$ cat config.mk
export PLATFORM = sky130hd
export DESIGN_NAME = rip_ctrl
export DESIGN_NICKNAME = d
export VERILOG_FILES = /design/src/rtl/core/rip_pkg.sv /design/src/rtl/core/rip_ctrl.sv
export SDC_FILE = /design/constraint.sdc
export NUM_CORES = 1
export LEC_CHECK = 0
export ABC_AREA = 1
export BUFFER_PORTS_ARGS = -buffer_cell sky130_fd_sc_hd__buf_4
export CORE_MARGIN = 10
export CORE_UTILIZATION = 35
export CTS_CLUSTER_DIAMETER = 50
export DETAILED_ROUTE_END_ITERATION = 10
export PLACE_DENSITY = 0.68
export SYNTH_ARGS = -nofsm -noshare
export SYNTH_HDL_FRONTEND = slang
export SYNTH_SLANG_ARGS = --single-unit
export TNS_END_PERCENT = 20
$ cat constraint.sdc
create_clock -name clk_i -period 1.32 [get_ports clk_i]
set_input_delay 0.264 -clock clk_i [delete_from_list [all_inputs] [get_ports clk_i]]
set_output_delay 0.264 -clock clk_i [all_outputs]
set_load 0.05 [all_outputs]
$ cat src/rtl/core/rip_pkg.sv
`default_nettype none
// ----------------------------------------------------------------------------
// rip_pkg
// Shared widths, command codes and the control/status bundles of the
// random index picker.
// ----------------------------------------------------------------------------
package rip_pkg;

  localparam int unsigned CMD_W    = 2;
  localparam int unsigned RV_W     = 32;
  localparam int unsigned IDX_W    = 10;
  localparam int unsigned SIZE_W   = 11;
  localparam int unsigned CNT_W    = 11;
  localparam int unsigned STEP_W   = $clog2(RV_W);
  localparam logic [SIZE_W-1:0] SIZE_RESET = SIZE_W'(1024);

  localparam logic [CMD_W-1:0] CMD_PICK  = 2'd0;
  localparam logic [CMD_W-1:0] CMD_CLAIM = 2'd1;
  localparam logic [CMD_W-1:0] CMD_CLEAR = 2'd2;

  typedef struct packed {
    logic load_in;
    logic div_init;
    logic div_step;
    logic set_addr_claim;
    logic rd_addr_a;
    logic rd_count;
    logic wr_count;
    logic wr_addr_a;
    logic sweep;
    logic load_res;
    logic res_ok;
    logic res_pick;
  } rip_ctl_t;

  typedef struct packed {
    logic [CMD_W-1:0] cmd;
    logic             can_pick;
    logic             claim_in_range;
    logic             claim_match;
    logic             div_last;
    logic             sweep_last;
  } rip_sts_t;

endpackage
`default_nettype wire

$ cat src/rtl/core/rip_ctrl.sv
`default_nettype none
// ----------------------------------------------------------------------------
// rip_ctrl
// Controller: sequences table sweep, modulo, swap and result handoff.
// ----------------------------------------------------------------------------
module rip_ctrl (
  input  logic               clk_i,
  input  logic               rst_ni,
  input  logic               in_valid_i,
  output logic               in_ready_o,
  output logic               out_valid_o,
  input  logic               out_ready_i,
  input  rip_pkg::rip_sts_t  sts_i,
  output rip_pkg::rip_ctl_t  ctl_o
);
  import rip_pkg::*;

  localparam logic [3:0] ST_INIT = 4'd0;
  localparam logic [3:0] ST_IDLE = 4'd1;
  localparam logic [3:0] ST_DEC  = 4'd2;
  localparam logic [3:0] ST_DIV  = 4'd3;
  localparam logic [3:0] ST_RDA  = 4'd4;
  localparam logic [3:0] ST_RDB  = 4'd5;
  localparam logic [3:0] ST_SW1  = 4'd6;
  localparam logic [3:0] ST_SW2  = 4'd7;
  localparam logic [3:0] ST_CLR  = 4'd8;
  localparam logic [3:0] ST_FIN  = 4'd9;

  logic [3:0] state_q, state_d;
  logic       ok_q, ok_d;
  logic       pick_q, pick_d;
  logic       out_valid_q, out_valid_d;
  logic       in_fire;

  assign in_ready_o  = state_q == ST_IDLE;
  assign in_fire     = in_valid_i && in_ready_o;
  assign out_valid_o = out_valid_q;

  always_comb begin
    ctl_o   = '0;
    state_d = state_q;
    ok_d    = ok_q;
    pick_d  = pick_q;
    unique case (state_q)
      ST_INIT: begin
        ctl_o.sweep = 1'b1;
        if (sts_i.sweep_last) begin
          state_d = ST_IDLE;
        end
      end
      ST_IDLE: begin
        if (in_valid_i) begin
          ctl_o.load_in = 1'b1;
          state_d       = ST_DEC;
        end
      end
      ST_DEC: begin
        ok_d    = 1'b0;
        pick_d  = 1'b0;
        state_d = ST_FIN;
        unique case (sts_i.cmd)
          CMD_PICK: begin
            if (sts_i.can_pick) begin
              ctl_o.div_init = 1'b1;
              state_d        = ST_DIV;
            end
          end
          CMD_CLAIM: begin
            if (sts_i.claim_in_range) begin
              ctl_o.set_addr_claim = 1'b1;
              state_d              = ST_RDA;
            end
          end
          CMD_CLEAR: begin
            state_d = ST_CLR;
          end
          default: begin
            state_d = ST_FIN;
          end
        endcase
      end
      ST_DIV: begin
        ctl_o.div_step = 1'b1;
        if (sts_i.div_last) begin
          state_d = ST_RDA;
        end
      end
      ST_RDA: begin
        ctl_o.rd_addr_a = 1'b1;
        state_d         = ST_RDB;
      end
      ST_RDB: begin
        ctl_o.rd_count = 1'b1;
        state_d        = ST_SW1;
      end
      ST_SW1: begin
        if (sts_i.cmd == CMD_CLAIM && !sts_i.claim_match) begin
          ok_d    = 1'b0;
          pick_d  = 1'b0;
          state_d = ST_FIN;
        end else begin
          ctl_o.wr_count = 1'b1;
          state_d        = ST_SW2;
        end
      end
      ST_SW2: begin
        ctl_o.wr_addr_a = 1'b1;
        ok_d            = 1'b1;
        pick_d          = 1'b1;
        state_d         = ST_FIN;
      end
      ST_CLR: begin
        ctl_o.sweep = 1'b1;
        if (sts_i.sweep_last) begin
          ok_d    = 1'b1;
          pick_d  = 1'b0;
          state_d = ST_FIN;
        end
      end
      ST_FIN: begin
        if (!out_valid_q || out_ready_i) begin
          ctl_o.load_res = 1'b1;
          ctl_o.res_ok   = ok_q;
          ctl_o.res_pick = pick_q;
          state_d        = ST_IDLE;
        end
      end
      default: begin
        state_d = ST_IDLE;
      end
    endcase
  end

  always_comb begin
    out_valid_d = out_valid_q;
    if (ctl_o.load_res) begin
      out_valid_d = 1'b1;
    end else if (out_ready_i) begin
      out_valid_d = 1'b0;
    end
  end

  always_ff @(posedge clk_i or negedge rst_ni) begin
    if (!rst_ni) begin
      state_q     <= ST_INIT;
      ok_q        <= 1'b0;
      pick_q      <= 1'b0;
      out_valid_q <= 1'b0;
    end else begin
      state_q     <= state_d;
      ok_q        <= ok_d;
      pick_q      <= pick_d;
      out_valid_q <= out_valid_d;
    end
  end

`ifndef ASSERT_OFF
  a_accept_decode: assert property (@(posedge clk_i) disable iff (!rst_ni)
    in_fire |=> state_q == ST_DEC)
    else $error("accepted transaction not decoded");
  a_res_slot_free: assert property (@(posedge clk_i) disable iff (!rst_ni)
    ctl_o.load_res |-> (!out_valid_q || out_ready_i))
    else $error("result overwritten before taken");
  a_swap_order: assert property (@(posedge clk_i) disable iff (!rst_ni)
    ctl_o.wr_addr_a |-> $past(ctl_o.wr_count))
    else $error("second swap write without first");
`endif
endmodule
`default_nettype wire

==> results of run 1 <==
-- worst min path at each step --
stage	endpoint	start	slack (ns)
finish	out_valid_o	out_ready_i	0.33
CTS	out_valid_o	out_ready_i	0.33
floorplan	ok_q	rst_ni	-0.03
global placement	out_valid_o	rst_ni	0.08
detailed placement	out_valid_o	rst_ni	0.09
global route	out_valid_o	out_ready_i	0.36
-- layout by cell type, fill, tap and decap left out, drive strengths merged --
master        n
or2           1
nor3          2
inv          17
nor2         23
clkinv        1
a21oi         1
dfrtp         7
clkbuf        4
buf          44
nand3        10
nand3b        1
o21ai         5
nand2        30
dlygate4sd3   1
-- routing by layer --
layer	track usage, %	share of wire [%]
met5	0	0
met4	4.702	1.3
met3	6.263	8.6
met2	21.18	54
met1	11.52	36
-- registers in the layout, indices dropped and copies added, names as in the netlist --
signal,flops
state_q,4
out_valid_o,1
pick_q,1
ok_q,1
-- what timing repair did --
action | 4_1_cts | 5_1_grt
endpoints found under the hold margin | 7 | 0
pin swaps | 0 | 4
resized for setup | 27 | 23
setup buffers | 0 | 1
hold buffers | 1 | 0
endpoints found under the setup margin | 19 | 19
-- critical path: cells and delay by family (launching register included) --
family	cells	cell delay, ns
DFF	1	0.45
buffers and inverters	2	0.23
and+or+nand+nor	3	0.46
-- where the power goes --
part	internal, uW	total [uW]	switching, uW
logic	714	1800	1090
registers	308	382	74.3
clock network	116	206	89.8
total	1140	2390	1250
-- final cells by class --
type	instances	area [sq um]
clock buffers	4	26.28
repair buffers	45	407.9
flip-flops and latches	7	177.7
inverters	18	71.32
well taps	16	20.02
multi-input cells	73	429.2
fillers	127	391.6
-- stage by stage --
step / cell area, sq um / TNS [ns] / instances / setup slack, ns / util (%)
6_report: 1132 / -3.797 / 163 / -0.3501 / 74.30
5_1_grt: 1132 / -5.191 / 163 / -0.4078 / 74.30
4_1_cts: 1059 / -3.515 / 162 / -0.3167 / 69.46
3_5_place_dp: 932.1 / -0.5142 / 157 / -0.05776 / 61.17
3_3_place_gp: 932.1 / -0.4528 / 157 / -0.04892 / 61.17
2_1_floorplan: 604.3 / -1.602 / 100 / -0.2029 / -
-- kinds of logic (layout without fill, tap and decap cells) --
family	count (synthesis)	after routing	share of synthesized area, %
AO/OA/AOI/OAI	6	6	5.867
flip-flops	7	7	30.44
AND/OR/NAND/NOR	67	67	49.13
buffers and inverters	20	67	14.56
==> results.md, run 1 <==
- The clock skew after layout is 0.0001245 ns.
- The sequential cell area fraction in the yosys report is 30.43%.
- The clock latency of the later-clocked register in the worst-skew pair is 0.26 ns.
- In this run the number of H-tree levels came out at 1.
- The commonest register cell after synthesis is dfrtp_1.
- The layout-stage area growth over the synthesis result is 96.74%.
- The min-delay analysis places its worst path in the category in2reg.
- The smallest clock period supported by the final layout is computed as 1.670 ns.
- The floorplan step defined a die boundary enclosing 3666 sq um.
- The count of antenna-violating nets left after detailed routing is 0.
- The final reports fail on negative setup slack.
- The Yosys step of the flow raised 0 warnings.
- Along the worst path, the maximum fanout reaches 5.
- The setup violation total in the final timing report is 19.
- The horizontal die dimension is 60.55 um.
- After detailed routing, the number of remaining DRC violations is 0.
- The endpoint kind of the worst setup timing path is an output pin.
- The proportion of layout cells with a drive suffix above 1 is 57.82%.
- Tracing the worst setup path back leads to its startpoint at state_q[2].
- The number of hold violations in the final report came to 0.
- In the final routed layout, each cell accounts on average for 13.39 um.
- The clock-pin transition on the worst setup and hold timing paths is 0.05 ns.
- For flop-to-flop paths, the worst setup slack is -0.07 ns.
- The global routing usage summed across all routing layers is 11.97%.
- The final layout contains routed wiring with a total length of 2183 um.
- Across the run, the number of max-cap violations was 0.
- The worst setup path category is reg2out.
- After legalization and detailed placement, the total HPWL measured 1613 um.
- Yosys mapped the design onto 17 distinct sky130hd cell types.
- The detailed-routing iteration count for the pre-antenna-repair pass is 4.
- The end of the worst register-to-register path is state_q[3].
- Entering global routing, the biggest net connects 8 pins.
- The signal on the critical path passes through nor2_4 > nand3_2 > or2_1 > inv_1 > buf_6.
- The design draws 2390 uW.
- The number of nets at the end of the flow is 159.
- The die is 60.55 um tall.
- The deepest clock path buffer count is 2.
- Timing would allow up to 598.8 MHz.
- In this run the core area contains 14 standard-cell rows.
- Of all cell types, the one taking the most synthesized area is dfrtp_1.
- The relative slew slack is 84.02%.
- The worst-case IR drop observed on VDD is 0.001409 V.
- The clock tree from TritonCTS is done.
- Summing over every cut layer, the via total after detailed routing is 780.
- The number of instances on the worst hold path is 4.
- The worst register-to-register path begins at state_q[0].
- The total grt overflow is 0.
- The hold slack is 0.3321 ns.
- After synthesis, the largest area contributor takes up 30.43% of total cell area.
- The via count of the first global-routing pass is 803.
- Pin placement for this block handled 25 I/O pins.
- The async set-or-reset flop fraction in the synthesized netlist is 100.0%.
- The global-route wire length before repair is 3339 um.
- For this run, the slowest stage of the critical path takes 0.45 ns.
- The transition time at the pin with the least slew margin is 0.2388 ns.
- The detailed router finished its first iteration with 10 violations.
- The run finished, with violations left.
- During placement, the flow inserted port buffers numbering 24.
- The mean post-synth cell area is 5.756 sq um.
- The initial antenna violation count is 0.
- The routability-driven placement congestion ratio is 0.8200.
- By area the synthesized netlist is led by dfrtp_1, nand2_1, nor2_1.
- The final count of pins violating max slew is 0.
- The minimum setup slack in the final design is -0.3501 ns.
- For the worst setup path, the data arrival time is 1.41 ns.
- The core footprint is 1524 sq um.
- The commonest cells after synthesis are nand2_1, nor2_1, inv_1.
- Setup repair after global routing could not meet its margin everywhere.
- The standby leakage power is 0.0006322 uW.
- The category of the worst setup path launch point is a flip-flop.
- The critical path capture point is ctl_o[8].
- The required time reported for the critical path endpoint is 1.06 ns.
- The synthesized netlist occupies a cell area of 575.6 sq um.
- The buffer cell driving the clock tree root is clkbuf_4.
- The cell count after synthesis came out at 100.
- The number of clock buffers added by TritonCTS is 3.
- The total nets after synthesis is 111.
- For the worst flop-to-flop path, the logic depth is 8.
- The flop and latch count out of synthesis is 7.
- In the post-synthesis netlist, the cell with the most instances is nand2_1.
- Dividing the final minimum period by the clock period gives 126.5%.
- The power density of the placed cells is 2110 nW/um^2.
- The largest individual stage delay along the critical path comes from the cell dfrtp_2.
- The count of flip-flops with a built-in enable after synthesis is 0.
- The starting density of the core is 37.77%.
- The number of vias per cell is 4.785.
- The repair_antennas step left the layout with diodes totalling 0.
- The clock drives 7 sinks.
Power figures use the tool's default switching activity.
==> run 2, diff against run 1 <==
--- a/config.mk
+++ b/config.mk
@@ -6,12 +6,13 @@
 export NUM_CORES = 1
 export LEC_CHECK = 0
 export ABC_AREA = 1
-export BUFFER_PORTS_ARGS = -buffer_cell sky130_fd_sc_hd__buf_4
 export CORE_MARGIN = 10
 export CORE_UTILIZATION = 35
 export CTS_CLUSTER_DIAMETER = 50
+export CTS_CLUSTER_SIZE = 28
 export DETAILED_ROUTE_END_ITERATION = 10
-export PLACE_DENSITY = 0.68
+export DONT_BUFFER_PORTS = 1
+export PLACE_DENSITY = 0.55
 export SYNTH_ARGS = -nofsm -noshare
 export SYNTH_HDL_FRONTEND = slang
 export SYNTH_SLANG_ARGS = --single-unit
==> run 2 against run 1 <==
Net effect: the flow still finishes with violations (negative setup slack); cell area up 0.99%; non-clock buffer count down 12; highest routed layer unchanged; final cell count down 7.4%; clock skew up 0.0050 ns; clock-buffer cell count unchanged; hold slack worse by 0.11 ns; register-to-register slack worse by 0.09 ns; power up 5.6%; sequential share of layout area about the same.
==> results.md, run 2 (synthesized netlist as in run 1, its figures left out) <==
- The count of antenna-violating nets left after detailed routing was 0 (unchanged).
- Setup repair after global routing could not meet its margin everywhere.
- The final critical-path share of the clock period was 123.8% (-2.8 points).
- The category of the worst setup path launch point is a flip-flop.
- The initial antenna violation count is 0 (unchanged).
- The layout-stage area growth over the synthesis result is 98.70%.
- The flip-flop count of the largest register after layout is 4 (unchanged).
- The number of remaining DRC errors came to 0 (unchanged).
- The clock-pin transition on the worst setup and hold timing paths is 0.05 ns (about the same).
- The proportion of layout cells with a drive suffix above 1 is 57.04% (-0.79 points).
- The via count of the first global-routing pass is 726 (-9.6%).
- The most flop-heavy register is state_q.
- The required time reported for the critical path endpoint is 1.06 ns (about the same).
- The library cells used most frequently in the layout, excluding fill and tap cells, are nand2_1, buf_4, buf_12.
- The die span in y is 60.55 um (unchanged).
- In this run the worst setup path begins at state_q[3].
- The checks that failed: negative setup slack.
- The worst setup slack after placement was -0.1320 ns (-0.07424 ns).
- The horizontal die dimension is 60.55 um (unchanged).
- The global-route wire length before repair is 3077 um (-7.8%).
- The number of instances on the worst hold path is 3 (-1).
- The clock latency of the later-clocked register in the worst-skew pair is 0.26 ns (about the same).
- The total grt overflow was 0 (unchanged).
- The routability-driven placement congestion ratio is 0.8411 (+2.6%).
- The power density of the placed cells is 2207 nW/um^2 (+4.6%).
- The max-capacitance violation count is 0 (unchanged).
- The number of placed instances, taps included came to 142 (-9.6%).
- The maximum vdd drop came to 0.001184 V (-16%).
- The violation count after the first detailed-routing iteration is 8 (-2).
- The average wire per standard cell is 13.62 um (+1.7%).
- The utilization of the core after routing was 75.04% (+0.74 points).
- The total of buffers placed on input and output ports is 0 (-100%).
- The post-layout instance count excluding filler cells is 151 (-7.4%).
- The relative slew slack is 78.82% (-5.2 points).
- The via count of the routed design is 739 (-5.3%).
- The count of H-tree levels built during CTS was 1 (unchanged).
- The antenna cell count is 0 (unchanged).
- The deepest clock path buffer count is 2 (unchanged).
- The run finished, with violations left.
- The count of cells along the worst register-to-register path is 9 (+1).
- The number of I/O pins is 25 (unchanged).
- The worst register-to-register path begins at state_q[3].
- TritonCTS built the clock tree.
- The clock skew after layout came to 0.005174 ns (+0.005049 ns).
- The power after layout is 2524 uW (+5.6%).
- The number of hold violations in the final report was 0 (unchanged).
- The fmax was 612.1 MHz (+2.2%).
- The transition time at the pin with the least slew margin is 0.3166 ns (+0.07779 ns).
- The total detailed-routing wirelength is 2057 um (-5.8%).
- The setup violation total in the final timing report is 19 (unchanged).
- The endpoint identified for the worst register-to-register timing path is state_q[0].
- The largest net degree at the start of global routing came to 8 (unchanged).
- The minimum setup slack in the final design is -0.3137 ns (+0.03636 ns).
- The accumulated negative setup slack was -3.608 ns (+0.1892 ns).
- The arrival time at the worst endpoint is 1.37 ns (-0.04 ns).
- The number of vias per cell is 4.894 (+2.3%).
- The final count of pins violating max slew is 0 (unchanged).
- The worst setup path is captured at an output pin.
- The worst hold path begins at sts_i[1].
- The number of nets at the end of the flow is 147 (-7.5%).
- The worst hold path belongs to the class in2reg.
- The detailed-routing iteration count for the pre-antenna-repair pass came to 4 (unchanged).
- The standby leakage power is 0.0005942 uW (-6.0%).
- The count of fill cells added during filler insertion is 117 (-7.9%).
- The placement row count is 14 (unchanged).
- The starting density of the core was 37.77% (unchanged).
- The core footprint came to 1524 sq um (unchanged).
- The HPWL reported at the end of detailed placement came to 1496 um (-7.2%).
- The minimum setup slack among reg-to-reg paths is -0.16 ns (-0.09 ns).
- The buffer cell driving the clock tree root is clkbuf_4.
- The library cell used most frequently in the layout, excluding fill and tap cells, is nand2_1.
- The peak fanout along the critical path is 4 (-1).
- The worst setup path category is reg2out.
- The area of the die is 3666 sq um (unchanged).
- The number of buffers inserted during clock tree synthesis was 3 (unchanged).
- The final critical-path required period is 1.634 ns (-0.03636 ns).
- The worst hold path endpoint is state_q[1].
- The global routing usage summed across all routing layers was 11.12% (-0.85 points).
- The number of clock sinks is 7 (unchanged).
-- run 2: power breakdown --
| group | total (uW) | switching, uW | internal [uW] |
|---|---|---|---|
| combinational | 1930 | 1110 | 813 |
| sequential | 399 | 88.5 | 310 |
| clock | 197 | 81.9 | 116 |
-- run 2: area by class of cell --
type | count | area (sq um) | share of cell area (%)
Timing Repair Buffer | 33 | 410.4 | 35.89
Multi-Input combinational cell | 73 | 439.2 | 38.40
Tap cell | 16 | 20.02 | 1.751
Clock buffer | 4 | 26.28 | 2.298
Sequential cell | 7 | 178.9 | 15.65
Inverter | 18 | 68.82 | 6.017
-- run 2: worst max path at each step --
stage | cells after the start | slack, ns | end
after floorplan | 5 | -0.20 | state_q[0]
after global placement | 5 | -0.12 | ctl_o[0]
after detailed placement | 5 | -0.13 | ctl_o[0]
after CTS | 5 | -0.31 | ctl_o[8]
after global routing | 5 | -0.37 | ctl_o[8]
final | 5 | -0.31 | ctl_o[8]
-- run 2: what timing repair did --
action	4_1_cts	5_1_grt
hold endpoints to repair	7	0
resized for setup	23	19
setup buffers	1	3
hold buffers	1	0
pin swaps	6	3
setup endpoints to repair	19	19
-- run 2: critical path, stage by stage (launching register included) --
cell and delay [ns]:
dfrtp_2 0.44, nor2_4 0.12, nand3_2 0.07, or2_1 0.26, inv_2 0.08, buf_12 0.13
-- run 2: metal layers --
metal | vias to the layer above | GRT usage (%) | part of all wire [%]
met4 | 0 | 4.389 | 1.8
met1 | 342 | 11.37 | 39
met2 | 21 | 18.53 | 52
met3 | 4 | 6.263 | 7.5
li1 | 372 | - | -
met5 | - | 0 | 0
-- run 2: stage by stage --
stage	hold slack (ns)	instance area (sq um)
global placement	-0.03131	957.2
CTS	0.2204	1057
finish	0.2228	1144
global route	0.2101	1144
detailed placement	-0.03126	957.2
floorplan	-0.03159	604.3
